### src/design/ufe_pkg.sv
// Shared types and constants for the union-find engine.
`timescale 1ns / 1ps
`default_nettype none
package ufe_pkg;

	localparam int NODES_DEF = 256;
	localparam logic [3:0] RANK_MAX = 4'd15;

	localparam logic FUNC_FIND  = 1'b0;
	localparam logic FUNC_UNION = 1'b1;

	typedef enum logic [2:0] {
		ST_CLEAR,
		ST_IDLE,
		ST_WALK,
		ST_COMP,
		ST_URA,
		ST_URB
	} ufe_state_t;

endpackage
`default_nettype wire

### src/design/union_find_engine_unit.sv
// Union-find engine: parent and rank tables in synchronous RAM, union by rank, path compression.
// One item at a time, busy high. Out-of-range items and self-unions finish from idle; a union
// of two roots reads both ranks, then links them; a find on a path of L links makes L + 1 parent
// reads, L rewrites and a final check at the root; a looping path ends after NODES + 1 reads.
// Throughput is set by the single read port of the parent RAM: one link per cycle.
// After reset a clearing pass initializes both tables; busy is high meanwhile.
// done pulses for one cycle with root and was_union; the receiver cannot stall.
`timescale 1ns / 1ps
`default_nettype none
module union_find_engine_unit
	import ufe_pkg::*;
#(
	parameter int NODES = NODES_DEF
) (
	input  wire logic       clk,
	input  wire logic       arst_n,
	input  wire logic       start,
	output logic            busy,
	input  wire logic       func,
	input  wire logic [7:0] node_a,
	input  wire logic [7:0] node_b,
	output logic            done,
	output logic [7:0]      root,
	output logic            was_union
);

	localparam int IW = $clog2(NODES);
	localparam int SW = $clog2(NODES + 1);

	function automatic logic [7:0] low8(input logic [IW-1:0] x);
		logic [IW+7:0] w;
		w = {8'b0, x};
		return w[7:0];
	endfunction

	// tables
	logic [IW-1:0] parent_mem [NODES];
	logic [3:0]    rank_mem   [NODES];

	logic [IW-1:0] p_ra, p_wa, p_wd, p_rd;
	logic          p_we;
	logic [IW-1:0] r_ra, r_wa;
	logic [3:0]    r_wd, r_rd;
	logic          r_we;

	always_ff @(posedge clk) begin
		if (p_we)
			parent_mem[p_wa] <= p_wd;
		p_rd <= parent_mem[p_ra];
	end

	always_ff @(posedge clk) begin
		if (r_we)
			rank_mem[r_wa] <= r_wd;
		r_rd <= rank_mem[r_ra];
	end

	// control and datapath registers
	ufe_state_t    state_q, state_d;
	logic [IW-1:0] cur_q, cur_d;
	logic [IW-1:0] a_q, a_d;
	logic [IW-1:0] b_q, b_d;
	logic [IW-1:0] root_idx_q, root_idx_d;
	logic [IW-1:0] clr_q, clr_d;
	logic [SW-1:0] step_q, step_d;
	logic [3:0]    ra_q, ra_d;
	logic          done_q, done_d;
	logic [7:0]    root_q, root_d;
	logic          wu_q, wu_d;

	logic [IW+7:0] a_ext, b_ext;
	logic [IW-1:0] a_idx, b_idx;
	logic          a_ok, b_ok;

	assign a_ext = {IW'(0), node_a};
	assign b_ext = {IW'(0), node_b};
	assign a_idx = a_ext[IW-1:0];
	assign b_idx = b_ext[IW-1:0];
	assign a_ok  = ({24'b0, node_a} < 32'(NODES));
	assign b_ok  = ({24'b0, node_b} < 32'(NODES));

	always_ff @(posedge clk or negedge arst_n) begin
		if (!arst_n) begin
			state_q    <= ST_CLEAR;
			clr_q      <= '0;
			done_q     <= 1'b0;
			cur_q      <= '0;
			a_q        <= '0;
			b_q        <= '0;
			root_idx_q <= '0;
			step_q     <= '0;
			ra_q       <= '0;
			root_q     <= '0;
			wu_q       <= 1'b0;
		end else begin
			state_q    <= state_d;
			clr_q      <= clr_d;
			done_q     <= done_d;
			cur_q      <= cur_d;
			a_q        <= a_d;
			b_q        <= b_d;
			root_idx_q <= root_idx_d;
			step_q     <= step_d;
			ra_q       <= ra_d;
			root_q     <= root_d;
			wu_q       <= wu_d;
		end
	end

	always_comb begin
		state_d    = state_q;
		clr_d      = clr_q;
		done_d     = 1'b0;
		cur_d      = cur_q;
		a_d        = a_q;
		b_d        = b_q;
		root_idx_d = root_idx_q;
		step_d     = step_q;
		ra_d       = ra_q;
		root_d     = root_q;
		wu_d       = wu_q;
		p_ra       = cur_q;
		p_we       = 1'b0;
		p_wa       = cur_q;
		p_wd       = root_idx_q;
		r_ra       = a_q;
		r_we       = 1'b0;
		r_wa       = b_q;
		r_wd       = ra_q;
		case (state_q)
			ST_CLEAR: begin
				p_we  = 1'b1;
				p_wa  = clr_q;
				p_wd  = clr_q;
				r_we  = 1'b1;
				r_wa  = clr_q;
				r_wd  = '0;
				clr_d = clr_q + 1'b1;
				if (clr_q == IW'(NODES - 1))
					state_d = ST_IDLE;
			end
			ST_IDLE: begin
				if (start) begin
					a_d  = a_idx;
					b_d  = b_idx;
					wu_d = func;
					if (func == FUNC_FIND) begin
						if (!a_ok) begin
							done_d = 1'b1;
							root_d = node_a;
						end else begin
							cur_d   = a_idx;
							p_ra    = a_idx;
							step_d  = '0;
							state_d = ST_WALK;
						end
					end else begin
						if (!a_ok || !b_ok) begin
							done_d = 1'b1;
							root_d = node_b;
						end else if (node_a == node_b) begin
							done_d = 1'b1;
							root_d = node_a;
						end else begin
							r_ra    = a_idx;
							state_d = ST_URA;
						end
					end
				end
			end
			ST_WALK: begin
				if (p_rd == cur_q) begin
					root_idx_d = cur_q;
					cur_d      = a_q;
					p_ra       = a_q;
					state_d    = ST_COMP;
				end else begin
					cur_d  = p_rd;
					step_d = step_q + 1'b1;
					p_ra   = p_rd;
					// looping links: give up without rewriting
					if (step_q == SW'(NODES)) begin
						done_d  = 1'b1;
						root_d  = low8(p_rd);
						state_d = ST_IDLE;
					end
				end
			end
			ST_COMP: begin
				if (cur_q == root_idx_q) begin
					done_d  = 1'b1;
					root_d  = low8(root_idx_q);
					state_d = ST_IDLE;
				end else begin
					p_we  = 1'b1;
					p_wa  = cur_q;
					p_wd  = root_idx_q;
					cur_d = p_rd;
					p_ra  = p_rd;
				end
			end
			ST_URA: begin
				ra_d    = r_rd;
				r_ra    = b_q;
				state_d = ST_URB;
			end
			ST_URB: begin
				done_d  = 1'b1;
				state_d = ST_IDLE;
				p_we    = 1'b1;
				if (ra_q > r_rd) begin
					p_wa   = b_q;
					p_wd   = a_q;
					root_d = low8(a_q);
				end else begin
					p_wa   = a_q;
					p_wd   = b_q;
					root_d = low8(b_q);
					if (ra_q == r_rd && r_rd < RANK_MAX) begin
						r_we = 1'b1;
						r_wa = b_q;
						r_wd = r_rd + 4'd1;
					end
				end
			end
			default: begin
				state_d = ST_IDLE;
			end
		endcase
	end

	assign busy      = (state_q != ST_IDLE);
	assign done      = done_q;
	assign root      = root_q;
	assign was_union = wu_q;

	a_done_idle: assert property (@(posedge clk) disable iff (!arst_n)
		done |-> state_q == ST_IDLE)
		else $error("result beat outside idle");

	a_no_write_idle: assert property (@(posedge clk) disable iff (!arst_n)
		state_q == ST_IDLE |-> !p_we && !r_we)
		else $error("table write while idle");

	a_walk_bound: assert property (@(posedge clk) disable iff (!arst_n)
		state_q == ST_WALK |-> {1'b0, step_q} <= (SW + 1)'(NODES))
		else $error("walk step count beyond bound");

	a_comp_root: assert property (@(posedge clk) disable iff (!arst_n)
		(state_q == ST_COMP && p_we) |-> p_wa != root_idx_q)
		else $error("compression rewrote the root");

	a_union_done: assert property (@(posedge clk) disable iff (!arst_n)
		state_q == ST_URA |=> state_q == ST_URB ##1 done)
		else $error("union did not finish in sequence");

endmodule
`default_nettype wire

### config.mk
export PLATFORM = sky130hd
export DESIGN_NAME = union_find_engine_unit
export DESIGN_NICKNAME = d
export VERILOG_FILES = /design/src/design/ufe_pkg.sv /design/src/design/union_find_engine_unit.sv
export SDC_FILE = /design/constraint.sdc
export NUM_CORES = 2
export LEC_CHECK = 0
export BUFFER_PORTS_ARGS = -buffer_cell sky130_fd_sc_hd__buf_2
export CAP_MARGIN = 0
export CELL_PAD_IN_SITES_DETAIL_PLACEMENT = 1
export CELL_PAD_IN_SITES_GLOBAL_PLACEMENT = 1
export CORE_MARGIN = 3
export CORE_UTILIZATION = 40
export CTS_CLUSTER_DIAMETER = 60
export DETAILED_ROUTE_END_ITERATION = 16
export PLACE_DENSITY_LB_ADDON = 0.05
export RECOVER_POWER = 50
export SYNTH_ARGS = -nofsm -noshare
export SYNTH_HDL_FRONTEND = slang
export SYNTH_SLANG_ARGS = --single-unit
export TNS_END_PERCENT = 1
### constraint.sdc
create_clock -name clk -period 34.5 [get_ports clk]
set_input_delay 10.35 -clock clk [delete_from_list [all_inputs] [get_ports clk]]
set_output_delay 10.35 -clock clk [all_outputs]
set_load 0.005 [all_outputs]
* Word-level counts from Yosys, hierarchy flattened
Memories as Yosys holds them, arrays and structs flattened. A register that Yosys moved wholly into a read port is not among the register bits.
Cells that the tools add are included.
** Cells by class
- Add/subtract/negate cells :: 3
- $lt $le $gt $ge :: 2
- Equal/unequal tests :: 22
- Mux-type cells :: 52
- Reductions and logical operators :: 10
** Operators with widths (number)
- 8-bit two-way mux :: 16
- 8-bit one-hot mux with 2 select lines :: 3
- 8-bit one-hot mux with 4 select lines :: 1
- 9-bit two-way mux :: 3
- 8-bit == test :: 3
- 8-bit one-hot mux with 3 select lines :: 1
- 3-bit two-way mux :: 7
- 9-bit one-hot mux with 2 select lines :: 1
- 2-bit != test (second input constant) :: 8
- 3-bit one-hot mux with 5 select lines :: 1
- 1-bit two-way mux :: 13
- 9-bit by 1-bit adder with 9-bit output (second input constant) :: 1
- 9-bit == test (second input constant) :: 1
- 8-bit by 1-bit adder with 8-bit output (second input constant) :: 1
- 8-bit == test (second input constant) :: 1
- 4-bit two-way mux :: 2
- 4-bit one-hot mux with 2 select lines :: 1
- 7-bit AND reduction :: 1
- 3-bit by 2-bit == test with 1-bit output (second input constant) :: 2
- 3-bit == test (second input constant) :: 2
- 3-bit != test (second input constant) :: 2
- 5-bit AND reduction :: 1
- 4-bit by 1-bit adder with 4-bit output (second input constant) :: 1
- 4-bit == test :: 1
- 13 further kinds :: 15
** Storage, ports and cells
- Register bits :: 66
- Memory bits (writable) :: 3072
- Input bits :: 20
- Output and inout port bits :: 11
- Word-level logic and storage cells :: 102
- Memories :: 2
** Memories
- parent_mem :: depth 256, width 8, rd ports 1, clocked after Yosys merged registers in 1, write ports 1, RTL line union_find_engine_unit.sv:37 : logic [IW-1:0] parent_mem [NODES];
- rank_mem :: depth 256, width 4, rd ports 1, clocked after Yosys merged registers in 1, write ports 1, RTL line union_find_engine_unit.sv:38 : logic [3:0] rank_mem [NODES];

* Depth between registers and ports, before layout
- Depth after elaboration :: 7
- Gate-level depth with buffers :: 20
- Depth with buffers taken out :: 13

* Worst setup path after synthesis
OpenSTA, ideal clock, no wires.
- Kind :: register to register
- Start :: reg r_rd[2] (read register of rank_mem)
- End :: mem parent_mem[0][2] in the netlist's numbering (data pin)
- Setup time :: 2188 ps
- Arrival time :: 11955 ps
- Data required time :: 32312 ps
- Path slack :: 20357 ps
- Stages on the path, launching flop included :: 10
- Buffers on the path :: 2
- Clock period less this slack :: 14143 ps
- Cells stage by stage :: dfxtp_1 -> inv_1 -> ha_1 -> nand3_1 -> o22ai_1 -> o21a_1 -> clkbuf_1 -> clkbuf_1 -> mux2i_1 -> o21ai_0
** Between the ends
- Word-level cells in the longest chain between the ends :: 3
** RTL lines
- start, declared :: RTL line union_find_engine_unit.sv:43 : logic [3:0] r_wd, r_rd;
- 4-bit greater-than comparator :: RTL line union_find_engine_unit.sv:211 : if (ra_q > r_rd) begin
- 8-bit two-way mux :: RTL line union_find_engine_unit.sv:211
- 8-bit one-hot mux with 2 select lines :: RTL line union_find_engine_unit.sv:130 : case (state_q)
- net p_wd[2] :: RTL line union_find_engine_unit.sv:40 : logic [IW-1:0] p_ra, p_wa, p_wd, p_rd;
- end, declared :: RTL line union_find_engine_unit.sv:37
The timed path passes the listed nets, and every way through them passes these cells.

* Worst setup path after layout
- Start :: in start
- End :: reg p_rd[0] (read register of parent_mem)
** Between the ends
- Word-level cells in the longest chain between the ends :: 2
** RTL lines
- start, declared :: RTL line union_find_engine_unit.sv:17 : input wire logic start,
- 8-bit two-way mux :: RTL line union_find_engine_unit.sv:143 : if (start) begin
- 8-bit one-hot mux with 3 select lines
- end, declared :: RTL line union_find_engine_unit.sv:40
Every way passes these cells.
A chain may end at the register's enable or synchronous reset.

==> impl_metrics.ini <==
[worst_hold_path]
worstHoldStart = was_union
timing.hold.worst_path_depth = 2
min_path_type = reg -> reg

[final_layout]
design_area_um2 = 143000
nNetsFinal = 9112
area_delta_synth_final_pct = 12.4
drive_gt1_frac = 0.0974

[timing]
fin_setup_tns_ns = 0
finalHoldViolations = 0
finalCriticalPeriod_ns = 16.40
worst_slew_pin_slew_ns = 9.58
max_slew_margin = -5.39
final_max_slew_viol_count = 2758
fmax_mhz = 61.0
rsz0062_at_grt = false
setup_viol = 0
fin_ws_ns = 18.10
skew_ns = 0.0475
min_period_over_period = 0.475

[global_routing]
grt_first_pass_wirelength_um = 619000
grt_pass1_vias = 82100
track_usage = 0.262
grt_max_degree = 197
antenna_found_initial = 13
overflow = 0

[route]
drt_drc_violations_left = 0
post_drt_wl_per_cell_um = 32.0
firstDrtPassIters = 6
routed_wl_um = 433000
vias = 79300
vias_per_cell = 5.86
ant_nets = 0
drt_iter0_drc = 7432

[clocking]
htree_levels = 5
clock_latency_ns = 0.95
cts.reportedPaths.clkPinSlew_ns = 0.06
post_cts_buffers = 0
cts_max_path_buffers = 4
postCtsHoldBufs = 0
cts_buffers = 362
clockRootBuffer = clkbuf_16
cts_resized = 0
cts_sinks = 3150
cts_tree = yes

[worst_setup_path]
reg2reg_depth = 10
cp.required_ns = 35.32
slowest_stage = a2111oi_1
critPathCaptureType = flop
path_cells = buf_2 -> nor3b_4 -> a22o_1 -> a221o_1 -> nor2_8 -> clkinv_16 -> buf_4 -> buf_4 -> a2111oi_0 -> o41ai_1 -> o211ai_1 -> a2111oi_1 -> buf_4 -> nand4_1 -> nor3_1
critPathMaxStageDelay_ns = 1.00
cp.arrival_ns = 17.22
reg2reg_from = state_q[1]
crit_path_start_kind = input pin
startpoint = start
worst-path-max-fanout = 126
crit_top_cell = buf_4
critPathKind = in -> reg

[floorplanning]
die_y_um = 570
pin_count = 31
die_w_um = 570
start_util = 0.403
core_um2 = 315000
die_area_um2 = 324000
core.rowCount = 206

[power_and_ir_drop]
p_per_area_nw_per_um2 = 105
ir_worst_vdd_mv = 0.139
p_leak_nw = 47.0

[placed_design]
dp_hpwl_um = 260000
place_area_um2 = 132000
dp_slack_ns = 17.06
gp_congestion = 0.817
io_buffers = 30

[run_status]
violations = capacitance limit, slew limit
outcome = finished with violations

[synth]
postSynthNetCount = 9099
syn_avg_cell_area_um2 = 14.0
synth_edf_count = 3072
ys.flop_type = edfxtp_1
syn_area_um2 = 127000
synth_cell_types = 87
synth_cells = 9071
ys_ff_latch = 3150
async_reset_ff_frac = 0.0210
yosysWarnings = 0
yosysSeqAreaShare = 0.741

[flow_run]
drv_cap = 44
-- layer usage --
metal | GRT usage | vias to the layer above | wire, µm
li1 | - | 34500 | -
met1 | 0.347 | 42000 | 181000
met2 | 0.445 | 2084 | 214000
met3 | 0.0293 | 683 | 19600
met4 | 0.100 | 4 | 18600
met5 | 0 | - | 24
-- cell usage in the layout, fill, tap and decap left out, drive strengths merged, types with 10 or more instances in the layout --
cell type     n
bufinv       18
a32o         22
a211oi      145
inv          45
a311oi       40
nand3b       14
a41oi        20
clkbuf      488
nor2        615
o22ai        49
nand2      2005
dfrtp        66
o21ai        83
o211ai       25
o2111ai      19
dfxtp        12
nor2b        21
mux2         21
a2111oi     100
and3        224
nor4         30
o31ai        14
nor3         36
buf         218
a22o         11
mux4        105
a31oi       169
edfxtp     3072
mux2i       228
a22oi        52
a221oi       20
and2         10
clkinv      151
xnor2        32
a21oi       215
nand3       575
clkinvlp     15
nand4        81
a32oi       176
-- worst max-delay path, delay by kind of cell --
kind                   cells  cell delay, ns
buffers and inverters      5            1.82
AOI/OAI and AO/OA          6            3.16
and+or+nand+nor            4            1.57
-- cells by family (layout without fill, tap and decap cells) --
logic type      Yosys count  count (layout)  synth area share
fa+ha+maj                 8               8          0.000788
flops                  3150            3150             0.741
simple gates           3659            3659             0.124
other cells               0               6                 0
buf+inv                 634             935            0.0233
xor+xnor                 40              40           0.00276
compound gates         1226            1226            0.0699
mux                     354             354            0.0384
-- Yosys cell counts (17+ instances only) --
| library cell | instances | area [µm²] |
|---|---|---|
| a32o_1 | 22 | 220 |
| nand2_1 | 2005 | 7530 |
| a21oi_1 | 215 | 1080 |
| a221oi_1 | 17 | 149 |
| nand4_1 | 81 | 507 |
| o2111ai_1 | 19 | 166 |
| mux2i_1 | 228 | 2280 |
| inv_1 | 25 | 93.8 |
| xnor2_1 | 32 | 280 |
| buf_1 | 38 | 143 |
| a32oi_1 | 176 | 1540 |
| buf_6 | 17 | 191 |
| o211ai_1 | 24 | 180 |
| o22ai_1 | 49 | 307 |
| nand3_1 | 575 | 2880 |
| a31oi_1 | 169 | 1060 |
| edfxtp_1 | 3072 | 92200 |
| buf_2 | 248 | 1240 |
| a211oi_1 | 145 | 1090 |
| and3_1 | 224 | 1400 |
| nor3_1 | 34 | 170 |
| a22oi_1 | 52 | 390 |
| nor4_1 | 29 | 181 |
| nor2b_1 | 21 | 131 |
| a311oi_1 | 40 | 350 |
| nor2_1 | 608 | 2280 |
| o21ai_0 | 73 | 365 |
| dfrtp_1 | 66 | 1650 |
| a2111oi_0 | 98 | 858 |
| clkbuf_1 | 270 | 1010 |
| buf_4 | 29 | 218 |
| mux4_2 | 105 | 2360 |
| mux2_2 | 21 | 236 |
| a41oi_1 | 20 | 175 |
-- worst paths after layout --
path / endpoint / slack, ns
max: p_rd[0] / 18.10
min: was_union / 0.50
max reg2reg: parent_mem[83][6] / 19.80
min reg2reg: was_union / 0.50
max in group asynchronous: ra_q[1] / 24.30
min in group asynchronous: root[1] / 9.58
-- flip-flops by register name (all words and copies together), names as in the netlist --
signal,cells
parent_mem,2048
rank_mem,1024
step_q,9
a_q,8
b_q,8
clr_q,8
cur_q,8
p_rd,8
root,8
root_idx_q,8
r_rd,4
ra_q,4
state_q,3
done,1
was_union,1
-- power breakdown --
group / leakage (nW) / internal, mW / total, mW / switching (mW)
clock: 5.48 / 2.12 / 3.69 / 1.58
sequential: 29.1 / 4.86 / 4.98 / 0.124
combinational: 12.4 / 1.50 / 6.26 / 4.76
total: 47.0 / 8.47 / 14.9 / 6.46
-- metrics by stage --
step           hold slack (ns)  cells  utilization  power (mW)
4_1_cts                  0.514  13500        0.454        15.0
2_1_floorplan            0.483   9071            -        8.63
3_3_place_gp             0.488  12900        0.418        11.2
6_report                 0.503  13500        0.453        14.9
5_1_grt                  0.537  13500        0.453        15.5
3_5_place_dp             0.503  12900        0.418        11.3
-- final cells by class --
type                            count  area (µm²)
Tap cell                         4160        5200
Antenna cell                        6        15.0
Inverter                           28         140
Multi-Input combinational cell   5287       30200
Fill cell                       31300      173000
Timing Repair Buffer              255        1820
Sequential cell                  3150       94100
Clock buffer                      451        9630
Clock inverter                    201        1620
No activity file was read; power rests on OpenSTA's default activity.
